**src/rtl/mexp_pkg.sv**
```systemverilog
package mexp_pkg;

    localparam int BASE_WIDTH = 32;
    localparam int EXP_WIDTH = 32;
    localparam int MOD_WIDTH = 31;

    // multiplier operand b carries either the raw base or a reduced residue
    localparam int OPB_WIDTH = (BASE_WIDTH > MOD_WIDTH) ? BASE_WIDTH : MOD_WIDTH;
    localparam int MUL_CNT_WIDTH = $clog2(OPB_WIDTH + 1);
    localparam int EXP_CNT_WIDTH = $clog2(EXP_WIDTH);

    localparam int IN_TDATA_WIDTH = ((BASE_WIDTH + EXP_WIDTH + 7) / 8) * 8;
    localparam int OUT_TDATA_WIDTH = ((MOD_WIDTH + 7) / 8) * 8;

    typedef logic [MOD_WIDTH-1:0] residue_t;

    typedef struct packed {
        logic                 start;
        residue_t             a;
        logic [OPB_WIDTH-1:0] b;
    } mul_req_t;

    typedef struct packed {
        logic     done;
        residue_t result;
    } mul_rsp_t;

    typedef enum logic [2:0] {
        ST_IDLE,
        ST_REDUCE,
        ST_SQUARE,
        ST_MULT,
        ST_DONE
    } state_t;

endpackage

```
**src/rtl/modular_exponentiation.sv**
```systemverilog
// Computes base_value ** exponent mod modulus by left-to-right square and
// multiply. All arithmetic runs through one shift-add modular multiplier that
// retires one operand bit per cycle. An item takes one reduction of the base,
// then 32 squarings plus one multiply per set exponent bit, then an output
// load. A modulus of 0 or 1 gives 0 with no multiplication. s_tready is high
// only between items; the result sits in an output register, so the next beat
// can be taken while it waits on m_tready. Write the modulus only while the
// block is idle.
module modular_exponentiation (
    input  logic                                   clk,
    input  logic                                   rst_n,
    input  logic                                   cfg_we,
    input  logic [mexp_pkg::MOD_WIDTH-1:0]         cfg_wdata,
    input  logic                                   s_tvalid,
    output logic                                   s_tready,
    // [31:0] base_value, [63:32] exponent
    input  logic [mexp_pkg::IN_TDATA_WIDTH-1:0]    s_tdata,
    output logic                                   m_tvalid,
    input  logic                                   m_tready,
    // [30:0] power_mod, [31] zero
    output logic [mexp_pkg::OUT_TDATA_WIDTH-1:0]   m_tdata
);
    import mexp_pkg::*;

    state_t                   state_reg;
    state_t                   state_next;
    residue_t                 modulus_reg;
    residue_t                 acc_reg;
    residue_t                 base_reg;
    logic [BASE_WIDTH-1:0]    raw_base_reg;
    logic [EXP_WIDTH-1:0]     exp_reg;
    logic [EXP_CNT_WIDTH-1:0] bit_cnt_reg;
    logic                     issued_reg;
    residue_t                 out_reg;
    logic                     out_valid_reg;

    mul_req_t mul_req;
    mul_rsp_t mul_rsp;

    logic in_beat;
    logic out_load;
    logic mod_trivial;
    logic last_bit;

    mexp_mulmod u_mulmod (
        .clk     (clk),
        .rst_n   (rst_n),
        .modulus (modulus_reg),
        .req     (mul_req),
        .rsp     (mul_rsp)
    );

    assign mod_trivial = (modulus_reg <= MOD_WIDTH'(1));
    assign last_bit = (bit_cnt_reg == EXP_CNT_WIDTH'(EXP_WIDTH - 1));
    assign in_beat = s_tvalid && s_tready;

    always_comb
    begin
        state_next = state_reg;
        case (state_reg)
            ST_IDLE:
            begin
                if (in_beat)
                begin
                    state_next = mod_trivial ? ST_DONE : ST_REDUCE;
                end
            end
            ST_REDUCE:
            begin
                if (mul_rsp.done)
                begin
                    state_next = ST_SQUARE;
                end
            end
            ST_SQUARE:
            begin
                if (mul_rsp.done)
                begin
                    if (exp_reg[EXP_WIDTH-1])
                        state_next = ST_MULT;
                    else if (last_bit)
                        state_next = ST_DONE;
                    else
                        state_next = ST_SQUARE;
                end
            end
            ST_MULT:
            begin
                if (mul_rsp.done)
                begin
                    state_next = last_bit ? ST_DONE : ST_SQUARE;
                end
            end
            ST_DONE:
            begin
                if (!out_valid_reg || m_tready)
                begin
                    state_next = ST_IDLE;
                end
            end
            default:
            begin
                state_next = ST_IDLE;
            end
        endcase
    end

    always_comb
    begin
        s_tready = 1'b0;
        out_load = 1'b0;
        mul_req.start = 1'b0;
        mul_req.a = acc_reg;
        mul_req.b = OPB_WIDTH'(acc_reg);
        case (state_reg)
            ST_IDLE:
            begin
                s_tready = 1'b1;
            end
            ST_REDUCE:
            begin
                mul_req.start = !issued_reg;
                mul_req.a = MOD_WIDTH'(1);
                mul_req.b = OPB_WIDTH'(raw_base_reg);
            end
            ST_SQUARE:
            begin
                mul_req.start = !issued_reg;
            end
            ST_MULT:
            begin
                mul_req.start = !issued_reg;
                mul_req.b = OPB_WIDTH'(base_reg);
            end
            ST_DONE:
            begin
                out_load = !out_valid_reg || m_tready;
            end
            default:
            begin
                s_tready = 1'b0;
            end
        endcase
    end

    always_ff @(posedge clk or negedge rst_n)
    begin
        if (!rst_n)
        begin
            state_reg <= ST_IDLE;
            modulus_reg <= MOD_WIDTH'(1);
            issued_reg <= 1'b0;
            out_valid_reg <= 1'b0;
            bit_cnt_reg <= '0;
        end
        else
        begin
            state_reg <= state_next;
            if (cfg_we)
                modulus_reg <= cfg_wdata;

            if (mul_rsp.done)
                issued_reg <= 1'b0;
            else if (mul_req.start)
                issued_reg <= 1'b1;

            if (out_load)
                out_valid_reg <= 1'b1;
            else if (m_tready)
                out_valid_reg <= 1'b0;

            if (in_beat)
                bit_cnt_reg <= '0;
            else if (mul_rsp.done && (state_reg == ST_MULT ||
                     (state_reg == ST_SQUARE && !exp_reg[EXP_WIDTH-1])))
                bit_cnt_reg <= bit_cnt_reg + 1'b1;
        end
    end

    always_ff @(posedge clk)
    begin
        if (in_beat)
        begin
            raw_base_reg <= s_tdata[BASE_WIDTH-1:0];
            exp_reg <= s_tdata[BASE_WIDTH +: EXP_WIDTH];
            acc_reg <= mod_trivial ? '0 : MOD_WIDTH'(1);
        end
        else if (mul_rsp.done)
        begin
            case (state_reg)
                ST_REDUCE:
                begin
                    base_reg <= mul_rsp.result;
                end
                ST_SQUARE:
                begin
                    acc_reg <= mul_rsp.result;
                    if (!exp_reg[EXP_WIDTH-1])
                        exp_reg <= {exp_reg[EXP_WIDTH-2:0], 1'b0};
                end
                ST_MULT:
                begin
                    acc_reg <= mul_rsp.result;
                    exp_reg <= {exp_reg[EXP_WIDTH-2:0], 1'b0};
                end
                default:
                begin
                    acc_reg <= acc_reg;
                end
            endcase
        end
        if (out_load)
            out_reg <= acc_reg;
    end

    assign m_tvalid = out_valid_reg;
    assign m_tdata = OUT_TDATA_WIDTH'(out_reg);

    a_done_in_compute: assert property (@(posedge clk) disable iff (!rst_n)
        mul_rsp.done |-> (state_reg == ST_REDUCE || state_reg == ST_SQUARE ||
                          state_reg == ST_MULT))
        else $error("multiplier finished outside a compute state");

    a_acc_reduced: assert property (@(posedge clk) disable iff (!rst_n)
        (state_reg == ST_SQUARE || state_reg == ST_MULT) |-> acc_reg < modulus_reg)
        else $error("accumulator not reduced");

    a_out_range: assert property (@(posedge clk) disable iff (!rst_n)
        m_tvalid |-> (out_reg < modulus_reg || out_reg == '0))
        else $error("result not below modulus");

    a_one_op: assert property (@(posedge clk) disable iff (!rst_n)
        mul_req.start |-> !issued_reg)
        else $error("multiplier started twice");

endmodule

```
**src/rtl/mexp_mulmod.sv**
```systemverilog
module mexp_mulmod (
    input  logic                clk,
    input  logic                rst_n,
    input  mexp_pkg::residue_t  modulus,
    input  mexp_pkg::mul_req_t  req,
    output mexp_pkg::mul_rsp_t  rsp
);
    import mexp_pkg::*;

    logic                     busy_reg;
    logic                     done_reg;
    logic [MUL_CNT_WIDTH-1:0] cnt_reg;
    residue_t                 acc_reg;
    residue_t                 a_reg;
    logic [OPB_WIDTH-1:0]     b_reg;

    logic [MOD_WIDTH:0] m_ext;
    logic [MOD_WIDTH:0] dbl;
    logic [MOD_WIDTH:0] red1;
    logic [MOD_WIDTH:0] sum;
    residue_t           acc_next;

    // one bit of b per cycle, msb first: acc = 2*acc + bit*a, reduced twice
    always_comb
    begin
        m_ext = {1'b0, modulus};
        dbl = {acc_reg, 1'b0};
        red1 = (dbl >= m_ext) ? (dbl - m_ext) : dbl;
        sum = red1 + (b_reg[OPB_WIDTH-1] ? {1'b0, a_reg} : '0);
        acc_next = (sum >= m_ext) ? MOD_WIDTH'(sum - m_ext) : sum[MOD_WIDTH-1:0];
    end

    always_ff @(posedge clk or negedge rst_n)
    begin
        if (!rst_n)
        begin
            busy_reg <= 1'b0;
            done_reg <= 1'b0;
            cnt_reg <= '0;
        end
        else
        begin
            done_reg <= 1'b0;
            if (busy_reg)
            begin
                cnt_reg <= cnt_reg - 1'b1;
                if (cnt_reg == MUL_CNT_WIDTH'(1))
                begin
                    busy_reg <= 1'b0;
                    done_reg <= 1'b1;
                end
            end
            else if (req.start)
            begin
                busy_reg <= 1'b1;
                cnt_reg <= MUL_CNT_WIDTH'(OPB_WIDTH);
            end
        end
    end

    always_ff @(posedge clk)
    begin
        if (busy_reg)
        begin
            acc_reg <= acc_next;
            b_reg <= {b_reg[OPB_WIDTH-2:0], 1'b0};
        end
        else if (req.start)
        begin
            acc_reg <= '0;
            a_reg <= req.a;
            b_reg <= req.b;
        end
    end

    assign rsp.done = done_reg;
    assign rsp.result = acc_reg;

endmodule

```
**config.mk**
```make
export PLATFORM = sky130hd
export DESIGN_NAME = modular_exponentiation
export DESIGN_NICKNAME = d
export VERILOG_FILES = /design/src/rtl/mexp_pkg.sv /design/src/rtl/modular_exponentiation.sv /design/src/rtl/mexp_mulmod.sv
export SDC_FILE = /design/constraint.sdc
export NUM_CORES = 1
export LEC_CHECK = 0
export ABC_AREA = 1
export BUFFER_PORTS_ARGS = -buffer_cell sky130_fd_sc_hd__buf_4
export CAP_MARGIN = 15
export CORE_MARGIN = 2
export CORE_UTILIZATION = 35
export DETAILED_ROUTE_END_ITERATION = 16
export HOLD_SLACK_MARGIN = 0.12
export SKIP_CTS_REPAIR_TIMING = 1
export SLEW_MARGIN = 20
export SYNTH_ARGS = -nofsm -noshare
export SYNTH_HDL_FRONTEND = slang
export SYNTH_HIERARCHICAL = 1
export SYNTH_SLANG_ARGS = --single-unit
```
**constraint.sdc**
```tcl
create_clock -name clk -period 6.58 [get_ports clk]
set_clock_uncertainty 0.2 [all_clocks]
set_input_delay 0.329 -clock clk [delete_from_list [all_inputs] [get_ports clk]]
set_output_delay 0.329 -clock clk [all_outputs]
set_load 0.02 [all_outputs]
```
==> metrics.md <==
| Metric | Value |
|---|---|
| IO Port Bufs | `132` |
| Starting Density | `35.43%` |
| First-pass GRT wire length | `91,280 um` |
| Flops & latches, synth | `300` |
| DRC Markers | `0` |
| Critical path's largest stage delay | `0.52 ns` |
| RePlAce Congestion | `0.9483` |
| Final setup viols | `0` |
| Via density | `4.946` |
| I/O pin count | `134` |
| Syn Area/Cell | `8.122 um2` |
| Initial antenna violation count | `0` |
| Primary FF master, synth | `edfxtp_1` |
| Fin nets | `2,909` |
| Slew margin rel. | `29.57%` |
| DRT Pass-1 Iters | `6` |
| Slew Viols, Final | `0` |
| DR vias | `16,980` |
| Hold Path Depth | `2` |
| Final Cycle Share | `94.05%` |
| Final hold violation count | `0` |
| Kind of critical path | `register to register` |
| Worst EP required | `6.69 ns` |
| R2r worst-path depth | `35` |
| Die span in y | `237.6 um` |
| Synth top cells by count | `nand2_1, inv_1, edfxtp_1` |
| Clk slew on worst S/H paths | `0.05 ns` |
| Antenna viol nets, final | `0` |
| CTS max path bufs | `3` |
| Worst Path Arrival | `6.30 ns` |
| CTS buffer count | `36` |
| Htree depth | `2` |
| Seq/Total Area, Yosys | `45.83%` |
| Fmax | `161.6 MHz` |
| Diode count | `0` |
| Post-synth net total | `2,552` |
| Critical Path End Type | `register` |
| Clock root buffer | `clkbuf_16` |
| CP dominant cell by count | `nand2_1` |
| CTS tree | `built` |
| Wl on met1 | `27,960 um` |
| Filler instances | `5,240` |
| YS warnings | `6` |
| Synth area leaders | `edfxtp_1, nand2_1, inv_1` |
| Tightest Pin Transition | `1.054 ns` |
| Leading area contributor after synthesis | `edfxtp_1` |
| All-Layer GR Usage | `20.92%` |
| Cells after Synth | `2,352` |
| Status | `finished clean` |
| Number of synthesized flops with an enable pin | `250` |
| Highest metal used | `met4` |
| Die area | `56,460 um2` |
| Clock sinks | `300` |
| Worst Setup Start Kind | `register` |
| CP max FO | `32` |
| Die X | `237.6 um` |
| Number of max-cap violations | `0` |
| Mapped cell area | `19,100 um2` |
| Largest net degree at the start of global routing | `71` |
| Drt wl/cell | `17.63 um` |
| Final HPWL DP | `46,800 um` |
| Worst hold path class | `input pin to register` |
| Wirelength, routed | `60,540 um` |
| Critical-path top delay cell | `edfxtp_1` |
| Fraction of registers with async set/reset | `16.33%` |
| FP Rows | `85` |
| Layout cell share with drive strength beyond 1 | `17.57%` |
| Area growth syn-to-layout | `27.88%` |
| Synth unique cells | `53` |
| Grt total ovfl | `0` |
| Met2 routed WL | `27,490 um` |
| Final core utilization | `45.30%` |
| Min Tclk post-route | `6.189 ns` |
| Vias in the first global route | `16,330` |
| Yosys top cell area share | `39.30%` |
| Count leader, synth | `nand2_1` |
| Initial DRC count | `1,239` |
| Latest clock arrival within the worst-skew pair | `0.55 ns` |
| Core Area | `53,920 um2` |
| Metal3 WL | `2766 um` |
[critical path: cells and delay by family (launching register included)]
kind / cells / cell delay, ns
AO/OA/AOI/OAI: 3 / 0.66
XOR/XNOR: 1 / 0.31
adder cells (fa/ha/maj): 3 / 1.04
buffers and inverters: 5 / 0.61
flip-flops: 1 / 0.52
AND/OR/NAND/NOR: 23 / 2.59
[placed cells by master (no fill, tap or decap), types with 8 or more instances in the layout]
cell	count
nand2_1	660
inv_1	381
buf_4	280
edfxtp_1	250
nor2_1	162
nand3_1	138
dlygate4sd3_1	102
a21oi_1	88
ha_1	81
nand4_1	79
o21ai_0	72
dfrtp_1	47
xor2_1	42
clkbuf_16	38
a22o_1	30
mux2_2	29
nand2_2	18
xnor2_1	18
o21bai_1	17
nor2_2	14
nor3_1	14
or2_2	11
a21oi_2	11
ha_4	11
a31oi_1	10
o21ai_1	9
clkbuf_1	9
nand3b_1	8
[path summary, 6_finish.rpt]
| kind | from | endpoint | slack (ns) |
|---|---|---|---|
| min in group asynchronous | rst_n | modulus_reg[30] | 0.16 |
| worst min register to register | u_mulmod/b_reg[0] | u_mulmod/b_reg[0] | 0.28 |
| worst max-delay path | u_mulmod/acc_reg[5] | u_mulmod/acc_reg[17] | 0.39 |
| worst min-delay path | cfg_we | modulus_reg[7] | 0.11 |
| max in group asynchronous | rst_n | u_mulmod/busy_reg | 5.50 |
| worst max register to register | u_mulmod/acc_reg[5] | u_mulmod/acc_reg[17] | 0.39 |
[logic make-up (layout without fill, tap and decap cells)]
family / after synthesis / after routing / share of synthesized area [%]
buffers and inverters: 459 / 844 / 9.537
multiplexers: 29 / 29 / 1.710
AND/OR/NAND/NOR: 1133 / 1133 / 25.09
flip-flops: 300 / 300 / 45.83
XOR/XNOR: 67 / 67 / 3.072
adder cells (fa/ha/maj): 100 / 100 / 6.668
other: 1 / 1 / 0.01963
AO/OA/AOI/OAI: 263 / 263 / 8.076
[cell type report]
cell class	count	area (um2)	share of cell area (%)
clock inverters	18	162.7	0.6658
flip-flops and latches	300	8756	35.84
repair buffers	389	3256	13.33
multi-input cells	1593	8946	36.62
inverters	389	1461	5.982
well taps	696	870.8	3.565
clock buffers	48	975.9	3.995
[metrics by stage]
stage	TNS [ns]	cell area [um2]	hold WS, ns	worst slack, ns	instances
floorplan	0	19100	-0.1666	1.112	2352
global placement	-9.781	21690	0.2116	-0.3245	3248
detailed placement	-8.568	21690	0.2196	-0.3074	3248
CTS	-9.908	22830	-0.3770	-0.3502	3314
global route	-0.02020	24430	0.1196	-0.01014	3433
finish	0	24430	0.1146	0.3914	3433
[layer usage]
metal  up-vias  GRT usage [%]
met5         -              0
met4         0          7.928
met3       110          2.532
met2       477          33.63
met1      7959          28.90
li1       8434              -
Power is not shown: default switching activity piles up to over one toggle a cycle in this logic, so the estimate is an artifact.
